**src/hdl/kmat_ram.sv**
```systemverilog
`default_nettype none
module kmat_ram #(
  parameter int unsigned Width = 8,
  parameter int unsigned Depth = 16
) (
  input  wire logic                     clk,
  input  wire logic                     we,
  input  wire logic [$clog2(Depth)-1:0] waddr,
  input  wire logic [Width-1:0]         wdata,
  input  wire logic [$clog2(Depth)-1:0] raddr,
  output logic      [Width-1:0]         rdata
);

  logic [Width-1:0] mem [Depth];

  always_ff @(posedge clk) begin
    if (we) begin
      mem[waddr] <= wdata;
    end
    rdata <= mem[raddr];
  end

endmodule
`default_nettype wire

```
**config.mk**
```make
export PLATFORM = sky130hd
export DESIGN_NAME = kmat_ram
export DESIGN_NICKNAME = d
export VERILOG_FILES = /design/src/hdl/kmat_ram.sv
export SDC_FILE = /design/constraint.sdc
export NUM_CORES = 1
export LEC_CHECK = 0
export ABC_AREA = 1
export BUFFER_PORTS_ARGS = -buffer_cell sky130_fd_sc_hd__buf_2
export CORE_MARGIN = 2
export CORE_UTILIZATION = 64
export DETAILED_ROUTE_END_ITERATION = 8
export PLACE_DENSITY_LB_ADDON = 0.1
export SETUP_SLACK_MARGIN = 0.3
export SYNTH_ARGS = -nofsm -noshare
export SYNTH_HDL_FRONTEND = slang
export SYNTH_SLANG_ARGS = --single-unit
```
**constraint.sdc**
```tcl
create_clock -name clk -period 1.83 [get_ports clk]
set_input_delay 0.183 -clock clk [delete_from_list [all_inputs] [get_ports clk]]
set_output_delay 0.183 -clock clk [all_outputs]
set_load 0.02 [all_outputs]
```
==> results.md <==
- The run finished with clean final reports.
- TritonCTS built the clock tree.
- The initial cell density of the core is 0.661.
- In the final routed layout, each cell accounts on average for 17.6 um.
- The post-CTS repair timing setup buffer count is 0.
- Across every metal layer, demand over resource in global routing totals 0.280.
- The kind of end point of the critical path is a primary output.
- In this design, the stage delay of the slowest critical-path cell is 0.34 ns.
- The number of violations of the max-capacitance limit is 0.
- The fraction of the core area covered by cells at the end of the flow is 0.753.
- The highest clock rate is 0.826 GHz.
- The die width is 98.9 um.
- The area of placed instances is 6020 sq um.
- The via count normalized by instance count is 5.39.
- The top cell types in the final layout, fill and taps aside, are sky130_fd_sc_hd__nand2_1 (173), sky130_fd_sc_hd__edfxtp_1 (128), sky130_fd_sc_hd__inv_1 (100), sky130_fd_sc_hd__nand3_1 (97), sky130_fd_sc_hd__buf_2 (25).
- The H-tree level count is 4.
- The kind of critical path is reg2out.
- The post-CTS clock slew at the launch and capture registers of the worst setup and hold paths is 0.06 ns.
- The DRC violation total after the first TritonRoute iteration is roughly 350.
- VDD sags by at most 0.869 mV.
- The worst hold path class is in2reg.
- The sequential area share after synthesis is 0.694.
- At the worst endpoint, the required time is 1.65 ns.
- Yosys printed 0 warnings.
- Leaving out fill and tap cells, the most frequent cell in the layout is sky130_fd_sc_hd__nand2_1.
- The detailed-router iteration count before antenna repair is 5.
- The number of input and output port buffers inserted is 25.
- The number of nets handed over by synthesis was approximately 570.
- The die covers 9790 sq um.
- The number of different library cells used by synthesis comes to 12.
- Setup violations remaining at the end of the flow were counted as 0.
- The wire length of the first global-routing pass is approximately 20000 um.
- Relative to the synthesized area, the layout overhead comes to 13.8%.
- The post-route minimum period is 1.21 ns.
- Between clock sinks in the finished design, the worst skew comes to 0.0125 ns.
- For this run, the number of standard cells in the final layout without fillers is 709.
- After routing the design area is 6560 sq um.
- The gate family responsible for the most delay along the worst path is flip-flops.
- The total clock buffers created by CTS is 17.
- The power per standard cell area is 1080 nW/um^2.
- During I/O placement, the number of pins put on the boundary was 26.
- In the final layout, the share of cells above drive strength 1 is 0.123.
- The peak fanout along the critical path is 1.
- The sum of net half-perimeters after detailed placement is 7400 um.
- After technology mapping, the gate count stands at around 550.
- The placed instance count is 679.
- The data arrival time at the worst-slack endpoint is 1.03 ns.
- The final total negative setup slack is 0 ns.
- The area of the core is 8720 sq um.
- The pin slew with the least headroom to its limit is 0.658 ns.
- The antenna diode count is 0.
- The aggregate routed wire length is 12500 um.
- The worst pin sits at a relative slew slack of 0.560.
- After global routing the overflow that remains totals 0.
- The worst-path cell with the longest stage delay is sky130_fd_sc_hd__dfxtp_1.
- The net count of the finished layout is a little over 600.
- The synthesized flop and latch total is 136.
- The hold buffer count at CTS is 0.
- After detailed routing, the number of remaining DRC violations is 0.
- The cell area that synthesis handed to floorplanning was 5770 sq um.
- The worst-case clock buffer depth is 2.
- The number of max-slew violations in the final report is 0.
- The number of failing hold endpoints at the final stage is 0.
- The routed layout has approximately 3800 vias.
- Routability-driven placement finished with a final weighted congestion of between 0.8 and 0.9.
- The die is 98.9 um tall.
- STA classifies the critical path startpoint as a flop.
- Setup repair after global routing left no endpoint under its margin.
- The sink count of the clock tree is 136.
- In this run the core area contains 34 standard-cell rows.
- Entering global routing, the biggest net connects 65 pins.
- The latest clock arrival within the worst-skew pair is 0.52 ns.
- Dividing the final minimum period by the clock period gives 0.662.
- Counting both buffers and inverters, the worst setup path holds a total of 1.
- The clock tree root buffer cell is sky130_fd_sc_hd__clkbuf_8.
- The number of global-route vias before repair is roughly 3800.
- The initial antenna violation count is 0.
- Dividing the synthesized area by the synthesized cell count gives 10.5 sq um.
- The post-cts sizing count is 0.
- The count of nets left with antenna violations once routing finished came out at 0.
- Traced cell by cell, the critical path runs through buf_2.
- The total leakage power is 2.89 nW.
## cell type report
type                    count  area [sq um]
clock buffers              18           418
clock inverters            12           130
fillers                   583          2160
inverters                 102           383
multi-input cells         289          1210
flip-flops and latches    136          4000
well taps                 108           135
repair buffers             44           280
## flip-flops by register name, summed over array words and instances, names as in the netlist
| signal | cells |
|---|---|
| mem | 128 |
| rdata | 8 |
## power by group
| part | internal (mW) | switching (mW) |
|---|---|---|
| logic | 0.125 | 0.312 |
| registers | 3.48 | 0.0197 |
| clock network | 1.92 | 1.25 |
| total | 5.53 | 1.58 |
## synth_stat cells, drive strengths merged
library cell | count | share of area
nand2 | 173 | 0.11
inv | 102 | 0.066
buf | 24 | 0.029
edfxtp | 128 | 0.67
dfxtp | 8 | 0.028
nor2 | 17 | 0.011
nand3 | 97 | 0.084
nand3b | 2 | 0.0026
## stage by stage
| stage | hold slack (ns) | power (mW) | setup slack, ns |
|---|---|---|---|
| floorplan | 0.282 | 3.83 | 0.696 |
| global placement | 0.557 | 3.99 | 0.448 |
| detailed placement | 0.562 | 4.00 | 0.426 |
| CTS | 0.0103 | 7.14 | 0.591 |
| global route | 0.0301 | 7.33 | 0.576 |
| finish | 0.0305 | 7.11 | 0.619 |
## routing by layer
metal | GRT usage | share of wire | routed length [um] | vias up
li1 | - | - | - | 1850
met1 | 0.393 | 0.41 | 5070 | 1765
met2 | 0.437 | 0.49 | 6130 | 187
met3 | 0.0660 | 0.082 | 1030 | 22
met4 | 0.101 | 0.021 | 260 | 0
met5 | 0 | 0 | 0 | -
## kinds of logic (layout without fill, tap and decap cells)
| family | count (synthesis) | in the layout | share of synthesized area |
|---|---|---|---|
| flops | 136 | 136 | 0.694 |
| buf+inv | 126 | 176 | 0.0952 |
| simple gates | 289 | 289 | 0.210 |
## final timing paths
path	from	end	slack, ns	depth (start not counted)
setup / recovery	rdata[3]	rdata[3]	0.62	1
hold / removal	raddr[3]	rdata[7]	0.03	3
setup reg to reg	mem[1][4]	rdata[4]	0.79	6
hold reg to reg	mem[10][7]	rdata[7]	0.65	6
Power figures use the tool's default switching activity.
