--- config.mk ---
export PLATFORM = sky130hd
export DESIGN_NAME = kmat_div
export DESIGN_NICKNAME = d
export VERILOG_FILES = /design/src/hdl/kmat_pkg.sv /design/src/hdl/kmat_div.sv
export SDC_FILE = /design/constraint.sdc
export NUM_CORES = 1
export LEC_CHECK = 0
export BUFFER_PORTS_ARGS = -buffer_cell sky130_fd_sc_hd__buf_2
export CORE_MARGIN = 2
export CORE_UTILIZATION = 45
export CTS_CLUSTER_SIZE = 20
export DETAILED_ROUTE_END_ITERATION = 10
export PLACE_DENSITY = 0.75
export SYNTH_ARGS = -nofsm -noshare
export SYNTH_HDL_FRONTEND = slang
export SYNTH_SLANG_ARGS = --single-unit
--- constraint.sdc ---
create_clock -name clk -period 2.1 [get_ports clk]
set_clock_uncertainty 0.15 [all_clocks]
set_input_delay 0.42 -clock clk [delete_from_list [all_inputs] [get_ports clk]]
set_output_delay 0.42 -clock clk [all_outputs]
set_load 0.01 [all_outputs]
--- src/hdl/kmat_pkg.sv ---
`default_nettype none
package kmat_pkg;

  localparam int unsigned Entries = 16;
  localparam int unsigned Window = 16;
  localparam int unsigned EntW = $clog2(Entries);
  localparam int unsigned SlotW = $clog2(Window);
  localparam int unsigned CntW = $clog2(Window + 1);
  localparam int unsigned SampW = 24;
  localparam int unsigned TotW = SampW + SlotW;
  localparam int unsigned KeyW = 32;
  localparam int unsigned AvgW = 32;
  localparam int unsigned WinAddrW = EntW + SlotW;
  localparam int unsigned DivCntW = $clog2(AvgW + 1);

  typedef enum logic {
    CMD_SAMPLE = 1'b0,
    CMD_EOF    = 1'b1
  } cmd_t;

  typedef struct packed {
    logic             cmd;
    logic [KeyW-1:0]  key;
    logic [SampW-1:0] time_us;
  } in_item_t;

  typedef struct packed {
    logic [AvgW-1:0] average;
    logic            new_key;
    logic            table_full;
    logic            frame_changed;
  } out_item_t;

  typedef enum logic [3:0] {
    ST_IDLE,
    ST_SEARCH,
    ST_FREE,
    ST_RD,
    ST_RDWAIT,
    ST_UPDATE,
    ST_DIV,
    ST_EOF,
    ST_OUT
  } state_t;

endpackage
`default_nettype wire

--- src/hdl/kmat_div.sv ---
`default_nettype none
module kmat_div
  import kmat_pkg::*;
(
  input  wire logic                  clk,
  input  wire logic                  rst_n,
  input  wire logic                  start,
  input  wire logic [TotW-1:0]       total,
  input  wire logic [CntW-1:0]       count,
  output logic                       done,
  output logic      [AvgW-1:0]       quot
);

  // Restoring division of (total << 8) by count, one quotient bit per cycle.
  // The dividend shifts out of quot_r as quotient bits shift in.
  // The quotient always fits in AvgW bits, so the dividend bits above AvgW are
  // smaller than count and start out as the partial remainder.
  logic [AvgW-1:0]    quot_r, quot_nxt;
  logic [CntW:0]      rem_r, rem_nxt;
  logic [CntW-1:0]    den_r, den_nxt;
  logic [DivCntW-1:0] cnt_r, cnt_nxt;
  logic               busy_r, busy_nxt;
  logic [CntW:0]      trial;
  logic [CntW+1:0]    diff;
  logic [TotW+7:0]    dividend;

  assign dividend = {total, 8'd0};

  always_comb begin
    quot_nxt = quot_r;
    rem_nxt  = rem_r;
    den_nxt  = den_r;
    cnt_nxt  = cnt_r;
    busy_nxt = busy_r;
    trial    = {rem_r[CntW-1:0], quot_r[AvgW-1]};
    diff     = {1'b0, trial} - {2'b00, den_r};
    if (start) begin
      quot_nxt = dividend[AvgW-1:0];
      rem_nxt  = (CntW + 1)'(dividend[TotW+7:AvgW]);
      den_nxt  = count;
      cnt_nxt  = DivCntW'(AvgW);
      busy_nxt = 1'b1;
    end else if (busy_r) begin
      if (!diff[CntW+1]) begin
        rem_nxt  = diff[CntW:0];
        quot_nxt = {quot_r[AvgW-2:0], 1'b1};
      end else begin
        rem_nxt  = trial;
        quot_nxt = {quot_r[AvgW-2:0], 1'b0};
      end
      cnt_nxt = cnt_r - 1'b1;
      if (cnt_r == DivCntW'(1)) begin
        busy_nxt = 1'b0;
      end
    end
  end

  always_ff @(posedge clk) begin
    if (!rst_n) begin
      busy_r <= 1'b0;
      cnt_r  <= '0;
    end else begin
      busy_r <= busy_nxt;
      cnt_r  <= cnt_nxt;
    end
    quot_r <= quot_nxt;
    rem_r  <= rem_nxt;
    den_r  <= den_nxt;
  end

  assign done = busy_r && (cnt_r == DivCntW'(1));
  assign quot = quot_nxt;

endmodule
`default_nettype wire

==> results by stage <==
Run status:
- The checks that failed: setup timing.
- The flow ran to the end, but the final reports show violations.

Timing:
- In the post-route analysis, the smallest setup slack over all paths is -418 ps.
- The final count of pins violating max slew came to 0.
- Hold is met by 132 ps.
- The period utilization is 1.20.
- At the pin with the least slew margin, the transition time is 407 ps.
- Measured against its own limit, the worst slew margin works out to 0.728.
- The highest attainable clock frequency is 397 MHz.
- The time the worst path needs with I/O delays and setup is 2520 ps.
- The hold violation total from the final report is 0.
- Setup violations remaining at the end of the flow were counted as 1.
- Setup repair after global routing could not meet its margin everywhere.

Synth:
- The mean instance size in the synthesized netlist is 10.0 um^2.
- Counting flops with an async set or reset pin after synthesis yields a share of 0.
- Of the synthesized area, sequential elements account for 0.489.
- Of the post-synthesis cell area, the part taken by muxes is 0.142.
- The number of flops mapped to enable cells by yosys is 9.
- After synthesis, the largest family of logic cells by area is multiplexers.
- The cell count after synthesis is 218.
- The xor-xnor portion of the synthesized cell area is 0.0280.
- The most frequently used flop master after synthesis is dfxtp_1.
- The number of nets handed over by synthesis was 262.
- The post-synthesis sequential element count is 49.
- The adder-cell share of the synthesized area is 0.0491.
- The number of distinct library cells after synthesis is 37.
- The number of synthesis warnings is 0.
- The synthesized area is 2190 um^2.
- The compound-gate portion of the synthesized area is 0.132.
- The post-synthesis share of cell area spent on and, or, nand and nor gates is 0.114.

Floorplanning:
- For this configuration, the core starts out at a cell density of 0.464.
- In this run the vertical extent of the chip is 73.8 um.
- The die is 73.8 um wide.
- The number of top-level design ports is 69.
- The area of the core is 4720 um^2.
- The total die area is 5440 um^2.
- The cell row count is 25.

Cells and area:
- The diode insertion count for antenna repair is 0.
- The top cell types in the final layout, fill and taps aside, are 69 x buf_2, 38 x dfxtp_1, 31 x mux2i_1.
- The fraction of final layout cells sized beyond drive strength 1 is 0.357.
- The library cell used most frequently in the layout, excluding fill and tap cells, is buf_2.
- In the final design database the tool counted 343 nets.
- The count of non-filler cells in the finished layout is 367.
- The fill cell total of the finished layout is 410.
- The area growth from synthesis to layout is 29.6%.

Clocking:
- Clock-pin slew was measured on the worst setup and hold paths at 90 ps.
- The maximum level of the CTS H-tree is 2.
- Clock latency on the worst-skew pair, taken at its later pin, is 310 ps.
- CTS saw 49 sinks.
- The buffer cell driving the clock tree root is clkbuf_8.
- The maximum count of clock buffers along a single path is 2.
- The CTS tree is built.
- The total of hold buffers inserted after clock tree synthesis is 0.
- The number of CTS-inserted buffers is 5.

Global route:
- Across every metal layer, demand over resource in global routing totals 0.169.
- The first global-routing pass estimated 7100 um of wire.
- The total overflow left after global routing is 0.
- The number of global-route vias before repair is 1628.
- The initial antenna violation count is 0.
- The maximum number of pins on one net before global-route repair is 71.

Power and ir drop:
- The worst IR drop on VDD is 0.472 mV.
- Overall power consumption after layout is estimated at 2.30 mW.
- The analysis attributes to cell leakage a power of 1.30 nW.
- For this design the ratio of total power to cell area is 812 nW/um^2.

Setup path:
- In this run the worst path has a maximum fanout of 2.
- The launch point of the critical path is quot_r[31].
- STA classifies the critical path endpoint as a primary output.
- The startpoint of the worst register-to-register path is quot_r[31].
- The critical path launch point type is a flop.
- The critical path is of the reg2out type.
- The arrival time at the worst endpoint is 1950 ps.
- The required time at the worst-slack endpoint is 1530 ps.

Placed design:
- The count of input and output buffers is 68.
- The congestion estimate from routability-driven global placement came to 0.821.
- The post-detailed-placement half-perimeter wirelength is 3160 um.
- The post-placement cell count is 354.

Detailed routing:
- The average vias per placed instance is 4.77.
- After detailed routing, the average wire length per cell comes to 12.1 um.
- The detailed router finished its first iteration with 103 violations.
- The via total after detailed routing is 1750.
- The DRC violations left is 0.
- The routed design has 4430 um of wire.
- The pre-antenna-repair detailed-routing pass consisted of 4 iterations.
- The detail route stage leaves a number of antenna-violating nets equal to 0.

Min path:
- The worst hold path belongs to the class in2reg.
- The startpoint identified for the worst hold timing path is count[4].

Job:
- The max-capacitance violation count is 0.
[worst max-delay path, stage by stage, from the launching register on]
cell and delay [ps]:
dfxtp_2 330, inv_1 50, ha_2 190, fa_2 370
nor2b_4 120, o31a_1 160, nor2_2 50, a211oi_2 210
buf_2 170
[worst paths after layout]
kind                                  to  slack [ps]  depth (start not counted)
worst max-delay path             quot[0]        -420                          8
worst min-delay path            den_r[4]         130                          1
worst max register to register  rem_r[0]          20                          9
worst min register to register  rem_r[4]         370                          2
[cell type report]
cell class	instances	area, um^2	share of cell area
Clock buffer	7	86.3	0.0304
Clock inverter	1	6.26	0.00220
Inverter	10	37.5	0.0132
Multi-Input combinational cell	147	1060	0.373
Sequential cell	49	1080	0.379
Tap cell	67	83.8	0.0295
Timing Repair Buffer	86	489	0.172
[Yosys cell counts, types with 3 or more instances]
cell type   n  area share
dfxtp_1    40        0.37
nor2_1     16       0.027
clkbuf_1    6       0.010
o21ai_0    26       0.059
mux2i_1    31        0.14
edfxtp_1    9        0.12
xnor2_1     5       0.020
ha_1        7       0.040
inv_1      10       0.017
o21a_1      3       0.010
nand2_1    28       0.048
buf_2       3      0.0069
[flip-flops by register name, indices dropped and copies added (netlist names)]
register,flops
busy_r,1
quot_r,32
den_r,5
rem_r,5
cnt_r,6
[report_power, final]
part	total (mW)	switching (mW)	internal [mW]
clock network	0.573	0.305	0.269
registers	1.11	0.0535	1.06
logic	0.621	0.308	0.313
[routing by layer]
| metal | up-vias | share of wire | global-route usage |
|---|---|---|---|
| met2 | 48 | 0.44 | 0.265 |
| met1 | 771 | 0.47 | 0.213 |
| met5 | - | 0 | 0 |
| li1 | 924 | - | - |
| met3 | 7 | 0.073 | 0.0604 |
| met4 | 0 | 0.016 | 0.0667 |
[logic make-up (layout without fill, tap and decap cells)]
| family | Yosys count | count (layout) |
|---|---|---|
| compound gates | 46 | 46 |
| xor+xnor | 7 | 7 |
| fa+ha+maj | 8 | 8 |
| buf+inv | 22 | 104 |
| flops | 49 | 49 |
| mux | 31 | 31 |
| simple gates | 55 | 55 |
[per-stage QoR]
stage	utilization	instance area (um^2)	setup WS, ps	TNS [ps]
floorplan	-	2200	-64.2	-64.2
global placement	0.566	2680	-140	-182
detailed placement	0.566	2680	-157	-193
CTS	0.588	2780	-483	-577
global route	0.601	2840	-573	-726
finish	0.601	2840	-418	-418
[what timing repair did]
action / 4_1_cts / 5_1_grt
gates resized for setup: 2 / 5
setup endpoints to repair: 9 / 13
setup buffers: 1 / 4
pin swaps: 3 / 1
Note: power is estimated with default switching activity, not from simulation.
